**config.mk**
```make
export PLATFORM = sky130hd
export DESIGN_NAME = delimited_field_extractor_core
export DESIGN_NICKNAME = d
export VERILOG_FILES = /design/src/rtl/dfe_pkg.sv /design/src/rtl/dfe_step.sv /design/src/rtl/delimited_field_extractor_core.sv
export SDC_FILE = /design/constraint.sdc
export NUM_CORES = 1
export LEC_CHECK = 0
export BUFFER_PORTS_ARGS = -buffer_cell sky130_fd_sc_hd__buf_2
export CAP_MARGIN = 20
export CORE_AREA = 2 2 166 128
export CTS_CLUSTER_SIZE = 30
export DETAILED_ROUTE_END_ITERATION = 8
export DIE_AREA = 0 0 168 130
export GPL_TIMING_DRIVEN = 0
export MAX_ROUTING_LAYER = met4
export PLACE_DENSITY = 0.73
export SLEW_MARGIN = 20
export SYNTH_ARGS = -nofsm -noshare
export SYNTH_HDL_FRONTEND = slang
export SYNTH_SLANG_ARGS = --single-unit
```
**constraint.sdc**
```tcl
create_clock -name clock -period 5.2 [get_ports clock]
set_input_delay 1.04 -clock clock [delete_from_list [all_inputs] [get_ports clock]]
set_output_delay 1.04 -clock clock [all_outputs]
set_load 0.02 [all_outputs]
```
**src/rtl/dfe_pkg.sv**
```systemverilog
// ----------------------------------------------------------------------------
// dfe_pkg
// Shared types, constants and helpers for the delimited field extractor.
// ----------------------------------------------------------------------------
`default_nettype none

package dfe_pkg;

   // Longest head or tail string, in bytes
   localparam int unsigned PATTERN_MAX = 8;
   localparam int unsigned WIN_W       = 8 * PATTERN_MAX;
   localparam int unsigned LEN_W       = 4;

   // Configuration register indexes
   localparam logic [1:0] CSR_HEAD_PATTERN = 2'd0;
   localparam logic [1:0] CSR_HEAD_LENGTH  = 2'd1;
   localparam logic [1:0] CSR_TAIL_PATTERN = 2'd2;
   localparam logic [1:0] CSR_TAIL_LENGTH  = 2'd3;

   // Result status codes
   localparam logic [1:0] ST_VALUE        = 2'd0;
   localparam logic [1:0] ST_TAIL_FOUND   = 2'd1;
   localparam logic [1:0] ST_HEAD_MISSING = 2'd2;
   localparam logic [1:0] ST_TAIL_MISSING = 2'd3;

   // Search phase; the unused code behaves as done
   typedef enum logic [1:0] {
      PH_HEAD = 2'd0,
      PH_TAIL = 2'd1,
      PH_DONE = 2'd2
   } phase_type;

   typedef struct packed {
      logic [7:0] data_byte;
      logic       end_of_payload;
   } req_type;

   typedef struct packed {
      logic [7:0] value_byte;
      logic       value_last;
      logic [1:0] status;
   } rsp_type;

   typedef struct packed {
      logic [WIN_W-1:0] head_pattern;
      logic [LEN_W-1:0] head_length;
      logic [WIN_W-1:0] tail_pattern;
      logic [LEN_W-1:0] tail_length;
   } cfg_type;

   typedef struct packed {
      phase_type        phase;
      logic [WIN_W-1:0] byte_window;
      logic [LEN_W-1:0] window_fill;
   } state_type;

   // Clamp a programmed length into 1..PATTERN_MAX
   function automatic logic [LEN_W-1:0] clamp_len(input logic [LEN_W-1:0] len);
      logic [LEN_W-1:0] res;
      res = len;
      if (len == '0) begin
         res = LEN_W'(1);
      end else if (len > LEN_W'(PATTERN_MAX)) begin
         res = LEN_W'(PATTERN_MAX);
      end
      return res;
   endfunction

   // Compare the newest len bytes of a window with a pattern
   function automatic logic masked_match(input logic [WIN_W-1:0] win,
                                         input logic [WIN_W-1:0] pat,
                                         input logic [LEN_W-1:0] len);
      logic ok;
      ok = 1'b1;
      for (int i = 0; i < PATTERN_MAX; i++) begin
         if ((LEN_W'(i) < len) && (win[8*i +: 8] != pat[8*i +: 8])) begin
            ok = 1'b0;
         end
      end
      return ok;
   endfunction

endpackage

`default_nettype wire

```
**src/rtl/dfe_step.sv**
```systemverilog
// ----------------------------------------------------------------------------
// dfe_step
// Next-state and result logic for one payload byte: sliding window compare
// against the head or tail string and release of held value bytes.
// ----------------------------------------------------------------------------
`default_nettype none

module dfe_step
   import dfe_pkg::*;
(
   input  var cfg_type   cfg,
   input  var state_type cur,
   input  var req_type   item,
   output var state_type nxt,
   output var logic      res_valid,
   output var rsp_type   res
);

   logic [LEN_W-1:0] hl;
   logic [LEN_W-1:0] tl;
   logic [LEN_W-1:0] tl_m1;
   logic [WIN_W-1:0] win_sh;
   logic [LEN_W-1:0] fill_inc;
   logic [LEN_W-1:0] held;
   logic [LEN_W-1:0] n;
   logic             head_hit;
   logic             tail_hit;
   logic [7:0]       oldest;

   // Shift the new byte into the window and evaluate both matches
   always_comb begin
      hl       = clamp_len(cfg.head_length);
      tl       = clamp_len(cfg.tail_length);
      tl_m1    = tl - LEN_W'(1);
      win_sh   = {cur.byte_window[WIN_W-9:0], item.data_byte};
      fill_inc = (cur.window_fill < LEN_W'(PATTERN_MAX)) ?
                 cur.window_fill + LEN_W'(1) : cur.window_fill;
      held     = (cur.window_fill > tl_m1) ? tl_m1 : cur.window_fill;
      n        = held + LEN_W'(1);
      head_hit = (fill_inc >= hl) && masked_match(win_sh, cfg.head_pattern, hl);
      tail_hit = (n == tl) && masked_match(win_sh, cfg.tail_pattern, tl);
      oldest   = win_sh[8*tl_m1[2:0] +: 8];
   end

   // Advance the phase and pick the result
   always_comb begin
      nxt       = cur;
      res_valid = 1'b0;
      res       = '{value_byte: 8'd0, value_last: 1'b1, status: ST_VALUE};
      unique case (cur.phase)
         PH_HEAD: begin
            nxt.byte_window = win_sh;
            nxt.window_fill = fill_inc;
            if (head_hit) begin
               nxt.byte_window = '0;
               nxt.window_fill = '0;
               if (item.end_of_payload) begin
                  nxt.phase  = PH_HEAD;
                  res_valid  = 1'b1;
                  res.status = ST_TAIL_MISSING;
               end else begin
                  nxt.phase = PH_TAIL;
               end
            end else if (item.end_of_payload) begin
               nxt.byte_window = '0;
               nxt.window_fill = '0;
               res_valid       = 1'b1;
               res.status      = ST_HEAD_MISSING;
            end
         end
         PH_TAIL: begin
            nxt.byte_window = win_sh;
            if (tail_hit) begin
               nxt.byte_window = '0;
               nxt.window_fill = '0;
               nxt.phase       = item.end_of_payload ? PH_HEAD : PH_DONE;
               res_valid       = 1'b1;
               res.status      = ST_TAIL_FOUND;
            end else if (item.end_of_payload) begin
               nxt.phase       = PH_HEAD;
               nxt.byte_window = '0;
               nxt.window_fill = '0;
               res_valid       = 1'b1;
               res.status      = ST_TAIL_MISSING;
            end else if (n == tl) begin
               nxt.window_fill = tl_m1;
               res_valid       = 1'b1;
               res.value_byte  = oldest;
               res.value_last  = 1'b0;
               res.status      = ST_VALUE;
            end else begin
               nxt.window_fill = n;
            end
         end
         default: begin
            // Done, or the unused code: wait for the end of the payload
            if (item.end_of_payload) begin
               nxt.phase       = PH_HEAD;
               nxt.byte_window = '0;
               nxt.window_fill = '0;
            end
         end
      endcase
   end

endmodule

`default_nettype wire

```
**src/rtl/delimited_field_extractor_core.sv**
```systemverilog
// ----------------------------------------------------------------------------
// delimited_field_extractor_core
// Head/tail delimited field extractor: finds a head string in a byte stream
// and returns the bytes up to a tail string, with end-of-payload status.
// ----------------------------------------------------------------------------
// A byte accepted into the input register passes its result to the result
// register. Throughput: one byte per cycle unless rsp_ready stalls the result;
// the window compare between the two registers sets this and never stalls.
// Reset (synchronous): clears the search state, both registers' valid flags,
// and sets the patterns to zero and the lengths to one.
`default_nettype none

module delimited_field_extractor_core
   import dfe_pkg::*;
(
   input  var logic             clock,
   input  var logic             reset,
   // Payload byte channel
   input  var logic             req_valid,
   output var logic             req_ready,
   input  var req_type          req_data,
   // Result channel
   output var logic             rsp_valid,
   input  var logic             rsp_ready,
   output var rsp_type          rsp_data,
   // Configuration write channel
   input  var logic             csr_valid,
   output var logic             csr_ready,
   input  var logic [1:0]       csr_index,
   input  var logic [WIN_W-1:0] csr_data
);

   cfg_type   cfg_ff;
   cfg_type   cfg_in;
   state_type st_ff;
   state_type st_in;
   state_type st_nxt;
   logic      in_vld_ff;
   logic      in_vld_in;
   req_type   in_word_ff;
   req_type   in_word_in;
   logic      out_vld_ff;
   logic      out_vld_in;
   rsp_type   out_word_ff;
   rsp_type   out_word_in;
   logic      fire;
   logic      res_valid;
   rsp_type   res;

   dfe_step u_step (
      .cfg       (cfg_ff),
      .cur       (st_ff),
      .item      (in_word_ff),
      .nxt       (st_nxt),
      .res_valid (res_valid),
      .res       (res)
   );

   // Process the held word whenever the result register can take its result
   assign fire      = in_vld_ff && (!out_vld_ff || rsp_ready);
   assign req_ready = !in_vld_ff || fire;
   assign csr_ready = 1'b1;
   assign rsp_valid = out_vld_ff;
   assign rsp_data  = out_word_ff;

   // Decode configuration writes
   always_comb begin
      cfg_in = cfg_ff;
      if (csr_valid) begin
         unique case (csr_index)
            CSR_HEAD_PATTERN: cfg_in.head_pattern = csr_data;
            CSR_HEAD_LENGTH:  cfg_in.head_length  = csr_data[LEN_W-1:0];
            CSR_TAIL_PATTERN: cfg_in.tail_pattern = csr_data;
            CSR_TAIL_LENGTH:  cfg_in.tail_length  = csr_data[LEN_W-1:0];
            default:          cfg_in = cfg_ff;
         endcase
      end
   end

   // Load, hold or drain the input and result registers
   always_comb begin
      in_vld_in   = in_vld_ff;
      in_word_in  = in_word_ff;
      if (req_valid && req_ready) begin
         in_vld_in  = 1'b1;
         in_word_in = req_data;
      end else if (fire) begin
         in_vld_in = 1'b0;
      end
      st_in       = fire ? st_nxt : st_ff;
      out_vld_in  = fire ? res_valid : (out_vld_ff && !rsp_ready);
      out_word_in = (fire && res_valid) ? res : out_word_ff;
   end

   always_ff @(posedge clock) begin
      if (reset) begin
         cfg_ff     <= '{head_pattern: '0, head_length: LEN_W'(1),
                         tail_pattern: '0, tail_length: LEN_W'(1)};
         st_ff      <= '{phase: PH_HEAD, byte_window: '0, window_fill: '0};
         in_vld_ff  <= 1'b0;
         out_vld_ff <= 1'b0;
      end else begin
         cfg_ff     <= cfg_in;
         st_ff      <= st_in;
         in_vld_ff  <= in_vld_in;
         out_vld_ff <= out_vld_in;
      end
      in_word_ff  <= in_word_in;
      out_word_ff <= out_word_in;
   end

endmodule

`default_nettype wire
```
==> results of run 1 <==
==> sequential cells by signal (all words and copies together) (netlist names) <==
register and flops:
cfg_ff 136, st_ff 62, rsp_valid 1, rsp_data 11, in_word_ff 9, in_vld_ff 1
==> worst paths after layout <==
check | end | slack (ns)
max reg2reg | st_ff[69]$_SDFFE_PP0P_ | 0.19
min reg2reg | cfg_ff[57]$_SDFFE_PP0P_ | 0.47
max | st_ff[69]$_SDFFE_PP0P_ | 0.19
min | cfg_ff[57]$_SDFFE_PP0P_ | 0.47
==> per-layer routing <==
metal	track usage, %	wire [um]	up-vias
li1	-	-	4093
met1	38.28	13490	4049
met2	37.21	11480	350
met3	4.610	2533	39
met4	4.450	419	0
met5	-	0	-
==> report_power, final <==
group | total [mW] | switching [mW] | internal, mW
Clock | 1.63 | 0.658 | 0.972
Combinational | 0.376 | 0.224 | 0.152
Sequential | 1.80 | 0.0432 | 1.75
Total | 3.80 | 0.925 | 2.88
==> per-stage QoR <==
| stage | power [mW] | worst slack [ns] | cells |
|---|---|---|---|
| after CTS | 3.805 | 0.01353 | 1513 |
| after floorplan | 2.050 | 0.008152 | 1113 |
| final | 3.802 | 0.1908 | 1517 |
| after global placement | 2.177 | -0.9725 | 1468 |
| after detailed placement | 2.183 | -1.041 | 1468 |
| after global routing | 3.921 | -0.03551 | 1517 |
==> final cells by class <==
cell class | instances | area, um2 | share of cell area (%)
multi-input cells | 816 | 5107 | 43.76
well taps | 264 | 330.3 | 2.830
clock inverters | 9 | 120.1 | 1.029
flip-flops and latches | 220 | 4611 | 39.50
repair buffers | 101 | 543.0 | 4.652
clock buffers | 30 | 611.8 | 5.242
inverters | 16 | 65.06 | 0.5574
plain buffers | 61 | 284.0 | 2.433
==> cells in the mapped netlist (all sizes together), types with 9 or more instances <==
| cell | n | share of area (%) |
|---|---|---|
| a21oi | 149 | 7.5 |
| a22o | 56 | 4.9 |
| buf | 11 | 0.83 |
| clkbuf | 50 | 1.9 |
| dfxtp | 200 | 40 |
| edfxtp | 20 | 6.0 |
| ha | 14 | 1.8 |
| inv | 15 | 0.57 |
| mux2i | 9 | 0.90 |
| mux4 | 16 | 3.6 |
| nand2 | 287 | 11 |
| nand4 | 20 | 1.3 |
| nor2 | 26 | 0.98 |
| nor4 | 17 | 1.1 |
| o21ai | 17 | 0.89 |
| xnor2 | 75 | 6.6 |
| xor2 | 58 | 5.1 |
==> cells by family after synthesis <==
family	Yosys count	synth area share, %
other cells	1	0.03765
xor+xnor	133	11.70
buf+inv	77	3.316
fa+ha+maj	14	1.759
simple gates	390	16.68
mux	25	4.523
flops	220	46.23
compound gates	252	15.75
==> what timing repair did <==
action | 4_1_cts | 5_1_grt
setup endpoints to repair | 85 | 81
hold buffers | 0 | 0
buffers inserted | 6 | 4
gates resized for setup | 17 | 4
pin swaps | 4 | 3
==> worst min-delay path, delay by kind of cell (launching register included) <==
kind / cells / cell delay (ns)
compound gates: 1 / 0.05
flops: 1 / 0.32
simple gates: 1 / 0.05
==> metrics.txt, run 1 <==
Synth Instances=about 1100; Max H-tree Level=1; DP HPWL=20560 um; worst slew pin tran=0.8828 ns; Pre-Repair DR Iteration Count=5; total CTS buffers=22; Iteration-0 DRC Markers=827; WHS Path Cells=2; run status=completed; number of global-route vias before repair=7662; worst setup path startpoint=cfg_ff[1]$_SDFFE_PP0P_; critical path fanouts, max=10; Setup TNS Final=0 ns; fmax=0.1996 GHz; ANT nets after route=0; Worst path slowest cell=or4_4; commonest cells after routing, fill and taps aside=nand2_1, dfxtp_1, a21oi_1, buf_2, xnor2_1; number of synthesized flops with an enable pin=20; initial antenna violation count=0; Worst slew margin=41.15%; Die H=roughly 130 um; sequential fraction of the synthesis area=46.23%; design area=11670 um2; Post-Syn Area per Cell=8.956 um2; max_cap viols=0; most common cell after layout, fill and taps aside=nand2_1; critical path's top delay family=simple AND/OR/NAND/NOR gates; LEAKAGE=4.547 nW; Final setup violation count=0; async set-reset flop share out of synthesis=0%; Register-to-Register Path Depth=24; CTS tree=built; core footprint=20430 um2; DR vias=8531; grt total ovfl=0; hold crit path type=register to register; Die Area=21840 um2; vias per cell=roughly 5.6; Area Overhead vs Synth=17.20%; # diodes=0; Worst-Skew Late Latency=0.51 ns; CP Depth=24; Synth cell types=54; CP max stage delay=approximately 0.50 ns; CP bufs+invs=5; Syn Std Cell Area=9960 um2; Top FF cell, synth=dfxtp_1; crit path cell chain=nor2_1 > o21ai_2 > buf_6 > ha_2 > ha_4 > clkbuf_8 > clkinv_4 > ha_4 > and2_4 > o21ai_2 > a21oi_4 > nor2_1 > a21o_1 > inv_1 > ha_2 > nor2b_2 > o2111ai_1 > o211a_1 > and4_1 > or4_4 > a211o_1 > buf_4 > or4_1 > a21oi_2; global-route wire length before repair=~43000 um; Site Rows=46; placed instance area=10760 um2; period utilization=96.33%; clk_skew=0.01668 ns; CP endpoint kind=register; Final Hold Viols=0; final core utilization=57.13%; Port Buffer Count=91; Peak VDD IR=223.6 uV; Pwr Density=between 300 and 400 nW/um2; Final Slew Violations=0; I/O Pins=94; Synth Register Bits=220; YS warnings=0; Worst Path Required=5.64 ns; hold_sp=cfg_ff[57]$_SDFFE_PP0P_; CTS Sinks=220; layout cells sized above 1=14.37%; crit path time final=5.009 ns; FILL cells=1816; final hold slack=0.4683 ns; Tot GR Track Use=25.82%; CTS Buffer Depth=3; final wirelength=27920 um; Root Buffer=clkbuf_16; crit path kind=register to register; Crit Reg-Reg Startpoint=cfg_ff[1]$_SDFFE_PP0P_; gp weighted congestion=0.9554; critical path launch point type=register; Starting Density=48.74%; WL/cell=around 18 um; worst endpoint data arrival time=5.45 ns; largest net degree at the start of global routing=15; clk slew on worst S/H paths=0.07 ns; die width=168 um; Layout Nets=1332; Remaining DRCs=0
Note: power is estimated with default switching activity, not from simulation.
==> run 2, diff against run 1 <==
--- a/config.mk
+++ b/config.mk
@@ -5,15 +5,16 @@
 export SDC_FILE = /design/constraint.sdc
 export NUM_CORES = 1
 export LEC_CHECK = 0
+export ABC_AREA = 1
 export BUFFER_PORTS_ARGS = -buffer_cell sky130_fd_sc_hd__buf_2
 export CAP_MARGIN = 20
-export CORE_AREA = 2 2 166 128
+export CORE_AREA = 2 2 177 135
 export CTS_CLUSTER_SIZE = 30
 export DETAILED_ROUTE_END_ITERATION = 8
-export DIE_AREA = 0 0 168 130
+export DIE_AREA = 0 0 179 137
 export GPL_TIMING_DRIVEN = 0
 export MAX_ROUTING_LAYER = met4
-export PLACE_DENSITY = 0.73
+export PLACE_DENSITY = 0.7
 export SLEW_MARGIN = 20
 export SYNTH_ARGS = -nofsm -noshare
 export SYNTH_HDL_FRONTEND = slang
==> constraint.sdc (replaced) <==
create_clock -name clock -period 5.7 [get_ports clock]
set_input_delay 1.14 -clock clock [delete_from_list [all_inputs] [get_ports clock]]
set_output_delay 1.14 -clock clock [all_outputs]
set_load 0.02 [all_outputs]
==> run 2 against run 1 <==
Sequential share of layout area down 3.5 points. Design area up 9.7%. First-iteration DRC count up 30%. Sequential cell count unchanged. Largest cell class unchanged. Final cell count up 30%. Via count up 24%. Critical endpoint is now rsp_data[8]$_SDFFCE_PP0P_. Maximum frequency down 1.6%. Total power down 3.6%.
==> metrics.txt, run 2 <==
global-route wire length before repair=52170 um (+23%); Synth cell types=37 (-31%); Final setup violation count=0 (unchanged); final wirelength=33530 um (+20%); die width=179 um (+6.5%); Pwr Density=286.3 nW/um2 (-12%); Pre-Repair DR Iteration Count=5 (unchanged); top post-synthesis cells by area=dfxtp_1, nor2_1, o21ai_0; sequential fraction of the synthesis area=41.01% (-5.2 points); crit path kind=register to register; top cells by count, synth=nor2_1, nand2_1, dfxtp_1; Layout Nets=1752 (+32%); Non-Filler Instances=1974 (+30%); number of global-route vias before repair=9574 (+25%); # diodes=0 (unchanged); max reg flops=136 (unchanged); period utilization=89.27% (-7.1 points); Synth Register Bits=220 (unchanged); Post CTS Setup Buffer Count=0 (-6); Max H-tree Level=1 (unchanged); Port Buffer Count=91 (unchanged); CTS Buffer Depth=3 (unchanged); most flop-heavy register=cfg_ff; RSZ-0062 raised after global routing=no; crit path time final=5.088 ns (+0.07933 ns); number of synthesized flops with an enable pin=20 (unchanged); WHS Path Cells=2 (unchanged); Die H=137 um (+5.4%); I/O Pins=94 (unchanged); worst endpoint data arrival time=5.24 ns (-0.21 ns); Worst-Skew Late Latency=0.52 ns (about the same); initial antenna violation count=0 (unchanged); Iteration-0 DRC Markers=1077 (+30%); clk slew on worst S/H paths=0.06 ns (about the same); Final Hold Viols=0 (unchanged); largest net degree at the start of global routing=15 (unchanged); max_cap viols=0 (unchanged); CP endpoint kind=register; clk_skew=0.009696 ns (-0.006981 ns); Post-Syn Area per Cell=7.286 um2 (-19%); PostCTS Resize Cnt=0 (-17); Worst Path Required=5.85 ns (+0.21 ns); grt total ovfl=0 (unchanged); Root Buffer=clkbuf_16; DR vias=10610 (+24%); Area Overhead vs Synth=14.02%; vias per cell=5.376 (-4.4%); layout cells sized above 1=15.29% (+0.93 points); critical path launch point type=register; Peak VDD IR=237.6 uV (+6.3%); core footprint=22760 um2 (+11%); WL/cell=16.98 um (-7.7%); critical path fanouts, max=11 (+1); Worst slew margin=43.20% (+2.1 points); Starting Density=49.33% (+0.58 points); Synth Instances=1541 (+39%); Site Rows=48 (+4.3%); LEAKAGE=5.098 nW (+12%); run status=completed; CTS tree=built; share of Yosys cell area claimed by the top area cell type=35.66% (-4.5 points); Register-to-Register Path Depth=25 (+4.2%); Setup TNS Final=0 ns (unchanged); Final Slew Violations=0 (unchanged); gp weighted congestion=0.9368 (-1.9%); Post-CTS Hold Fix Bufs=0 (unchanged); Top FF cell, synth=dfxtp_1; fmax=0.1965 GHz (-1.6%); dpl cells=1933 (+32%); total CTS buffers=23 (+4.5%); hold crit path type=register to register; commonest cells after routing, fill and taps aside=nor2_1, nand2_1, dfxtp_1, o21ai_0, inv_1; Die Area=24520 um2 (+12%); count leader, synth=nor2_1; Remaining DRCs=0 (unchanged); Syn Std Cell Area=11230 um2 (+13%); worst slew pin tran=0.8520 ns (-0.03076 ns); CTS Sinks=220 (unchanged); DP HPWL=24830 um (+21%); Tot GR Track Use=28.33% (+2.5 points); YS warnings=0 (unchanged); async set-reset flop share out of synthesis=0% (unchanged); most common cell after layout, fill and taps aside=nor2_1; area leader, netlist=dfxtp_1; ANT nets after route=0 (unchanged)
-- run 2: path summary, 6_finish.rpt --
path              slack [ns]               startpoint                         to
hold reg to reg         0.47  cfg_ff[91]$_SDFFE_PP0P_    cfg_ff[91]$_SDFFE_PP0P_
setup / recovery        0.61   cfg_ff[3]$_SDFFE_PP0P_  rsp_data[8]$_SDFFCE_PP0P_
setup reg to reg        0.61   cfg_ff[3]$_SDFFE_PP0P_  rsp_data[8]$_SDFFCE_PP0P_
hold / removal          0.47  cfg_ff[91]$_SDFFE_PP0P_    cfg_ff[91]$_SDFFE_PP0P_
-- run 2: kinds of logic (layout without fill, tap and decap cells) --
family | Yosys count | count (layout) | share of synthesized area [%]
AOI/OAI and AO/OA | 311 | 311 | 15.34
DFF | 220 | 220 | 41.01
buffers and inverters | 180 | 312 | 6.731
and+or+nand+nor | 721 | 721 | 27.99
xor gates and xnor gates | 94 | 94 | 7.332
other | 1 | 2 | 0.03340
adders and majority gates | 14 | 14 | 1.560
-- run 2: layer usage --
layer	GRT usage (%)	vias to the layer above	wire, um
met3	4.028	54	3077
met1	42.55	4906	16140
met5	-	-	0
met4	5.510	0	580
met2	40.30	452	13730
li1	-	5200	-
-- run 2: area by class of cell --
class,count,area [um2]
tap,300,375.4
buffer,76,362.8
fill,2204,9960
clock buffer,31,615.6
inverter,104,392.9
clock inverter,10,123.9
sequential,220,4604
timing repair buffer,91,455.4
multi-input combinational,1142,5872
-- run 2: per-stage QoR --
| stage | total power, mW | setup slack (ns) | instance area (um2) | util, % | hold slack [ns] |
|---|---|---|---|---|---|
| after CTS | 3.671 | 0.6865 | 12800 | 56.24 | 0.4743 |
| after global placement | 2.150 | 0.7714 | 12060 | 53.00 | 0.4546 |
| after global routing | 3.791 | 0.2498 | 12800 | 56.24 | 0.4949 |
| final | 3.665 | 0.6115 | 12800 | 56.24 | 0.4743 |
| after detailed placement | 2.159 | 0.6987 | 12060 | 53.00 | 0.4641 |
| after floorplan | 1.995 | 1.577 | 11230 | - | 0.4416 |
-- run 2: critical path, stage by stage, from the launching register on --
cell and delay [ns]:
dfxtp_1 0.49, inv_2 0.10, nand2_2 0.09, nand2_4 0.10
inv_4 0.14, clkbuf_1 0.40, ha_1 0.28, ha_1 0.16
clkinv_1 0.23, ha_1 0.36, nand2_1 0.05, inv_1 0.07
nand2_1 0.07, nand2_2 0.12, nand2_2 0.12, nand2_1 0.12
nand2_4 0.08, ha_1 0.33, xnor2_1 0.14, nor2_1 0.10
nand2_1 0.09, nor2_4 0.17, nand3_4 0.15, nor2_1 0.13
o21ai_0 0.12, inv_1 0.50
-- run 2: power by group --
part | switching [mW] | internal, mW | leakage [nW]
Sequential | 0.0470 | 1.62 | 1.82
Combinational | 0.312 | 0.160 | 2.92
Clock | 0.636 | 0.890 | 0.358
Total | 0.995 | 2.67 | 5.10
==> run 3, diff against run 2 <==
--- a/config.mk
+++ b/config.mk
@@ -6,15 +6,15 @@
 export NUM_CORES = 1
 export LEC_CHECK = 0
 export ABC_AREA = 1
-export BUFFER_PORTS_ARGS = -buffer_cell sky130_fd_sc_hd__buf_2
 export CAP_MARGIN = 20
 export CORE_AREA = 2 2 177 135
 export CTS_CLUSTER_SIZE = 30
 export DETAILED_ROUTE_END_ITERATION = 8
 export DIE_AREA = 0 0 179 137
+export DONT_BUFFER_PORTS = 1
 export GPL_TIMING_DRIVEN = 0
 export MAX_ROUTING_LAYER = met4
-export PLACE_DENSITY = 0.7
+export PLACE_DENSITY = 0.66
 export SLEW_MARGIN = 20
 export SYNTH_ARGS = -nofsm -noshare
 export SYNTH_HDL_FRONTEND = slang
==> run 3 against run 2 <==
Register-to-register slack lost 0.06 ns. Critical endpoint unchanged. Critical path depth unchanged. First-iteration DRC count fell by 12%. Wire length is 1.3% lower. Maximum frequency fell by 1.1%. Sequential cell count stayed put. Global-route usage down 0.19 points. Total power rose by 3.0%.
==> metrics.txt, run 3 (same netlist as run 2, synthesis figures left out) <==
CP endpoint kind=register; clk slew on worst S/H paths=0.06 ns (about the same); final hold slack=0.4700 ns (-0.004265 ns); I/O Pins=94 (unchanged); Worst path slowest cell=dfxtp_1; most flop-heavy register=cfg_ff; Layout Nets=1661 (-5.2%); Final Hold Viols=0 (unchanged); WL/cell=17.56 um (+3.4%); core footprint=22760 um2 (unchanged); Root Buffer=clkbuf_16; clk_skew=0.008635 ns (-0.001061 ns); fmax=0.1943 GHz (-1.1%); max_cap viols=0 (unchanged); crit path kind=register to register; dpl cells=1842 (-4.7%); total CTS buffers=23 (unchanged); Peak VDD IR=221.1 uV (-6.9%); worst endpoint data arrival time=5.30 ns (+0.06 ns); Tot GR Track Use=28.13% (-0.19 points); CTS Buffer Depth=3 (unchanged); Die Area=24520 um2 (unchanged); Post CTS Setup Buffer Count=0 (unchanged); vias per cell=5.371 (about the same); Area Overhead vs Synth=10.76%; Worst-Skew Late Latency=0.52 ns (about the same); number of global-route vias before repair=9153 (-4.4%); PostCTS Resize Cnt=0 (unchanged); CTS tree=built; largest net degree at the start of global routing=16 (+1); layout cells sized above 1=10.61% (-4.7 points); design area=12440 um2 (-2.9%); Post-CTS Hold Fix Bufs=0 (unchanged); Port Buffer Count=0 (-100%); commonest cells after routing, fill and taps aside=nor2_1, nand2_1, dfxtp_1, o21ai_0, inv_1; crit path time final=5.146 ns (+0.05782 ns); RSZ-0062 raised after global routing=no; Remaining DRCs=0 (unchanged); placed instance area=11610 um2 (-3.8%); Worst Path Required=5.85 ns (about the same); run status=completed; Max H-tree Level=1 (unchanged); CP bufs+invs=5 (-1); gp weighted congestion=0.9132 (-2.5%); LEAKAGE=4.786 nW (-6.1%); Iteration-0 DRC Markers=945 (-12%); global-route wire length before repair=51380 um (-1.5%); Final Slew Violations=0 (unchanged); Non-Filler Instances=1885 (-4.5%); initial antenna violation count=1 (+1); die width=179 um (unchanged); max reg flops=136 (unchanged); worst slew pin tran=0.8518 ns (-0.0002017 ns); most common cell after layout, fill and taps aside=nor2_1; DP HPWL=24680 um (-0.62%); CTS Sinks=220 (unchanged); FILL cells=2222 (+0.82%); grt total ovfl=0 (unchanged); Site Rows=48 (unchanged); Starting Density=49.33% (unchanged); Pwr Density=303.6 nW/um2 (+6.0%); Pre-Repair DR Iteration Count=5 (unchanged); CP max stage delay=0.52 ns (+0.02 ns); critical path launch point type=register; Die H=137 um (unchanged); period utilization=90.29% (+1.0 points); hold crit path type=register to register; Setup TNS Final=0 ns (unchanged); DR vias=10130 (-4.6%); critical path's top delay family=simple AND/OR/NAND/NOR gates; ANT nets after route=0 (unchanged); Final setup violation count=0 (unchanged); Worst slew margin=43.00% (-0.20 points); critical path fanouts, max=11 (unchanged); final wirelength=33100 um (-1.3%); final core utilization=54.64% (-1.6 points)
run 3: cell types whose count changed in the layout (fill, tap and decap cells not counted), sizes merged:
cell,change
clkinvlp,-1
bufinv,+3
buf,-91
inv,+1
clkinv,-2
diode,+1
run 3: tightest hold or removal path: stages (launching register included):
cell and delay (ns):
dfxtp_1 0.31, inv_1 0.06, a21oi_1 0.05
run 3: worst paths after layout:
path / from / cells past startpoint / endpoint / slack, ns
setup / recovery: cfg_ff[3]$_SDFFE_PP0P_ / 25 / rsp_data[8]$_SDFFCE_PP0P_ / 0.55
setup reg to reg: cfg_ff[3]$_SDFFE_PP0P_ / 25 / rsp_data[8]$_SDFFCE_PP0P_ / 0.55
hold / removal: cfg_ff[15]$_SDFFE_PP0P_ / 2 / cfg_ff[15]$_SDFFE_PP0P_ / 0.47
hold reg to reg: cfg_ff[15]$_SDFFE_PP0P_ / 2 / cfg_ff[15]$_SDFFE_PP0P_ / 0.47
run 3: metal layers:
metal | track usage [%] | share of wire (%) | routed length (um)
met1 | 41.67 | 49 | 16070
met2 | 39.36 | 40 | 13190
met3 | 5.500 | 9.3 | 3069
met4 | 5.872 | 2.3 | 767
met5 | - | 0 | 0
run 3: layout make-up:
class                           instances  area (um2)  share of cell area (%)
Clock buffer                           31       615.6                   4.950
Clock inverter                         11       211.5                   1.700
Tap cell                              300       375.4                   3.018
Multi-Input combinational cell       1142        5872                   47.21
Inverter                              104       392.9                   3.159
Antenna cell                            1       2.502                 0.02012
Sequential cell                       220        4604                   37.02
Buffer                                 76       362.8                   2.918
run 3: power by group:
part | total, mW | switching (mW) | internal [mW]
Combinational | 0.430 | 0.290 | 0.140
Sequential | 1.67 | 0.0506 | 1.62
Clock | 1.68 | 0.644 | 1.03
run 3: metrics by stage:
step | setup slack (ns) | total power [mW]
finish | 0.5537 | 3.776
global route | 0.1195 | 3.909
CTS | 0.6252 | 3.786
detailed placement | 0.6364 | 2.125
global placement | 0.6439 | 2.117
floorplan | 1.577 | 1.995
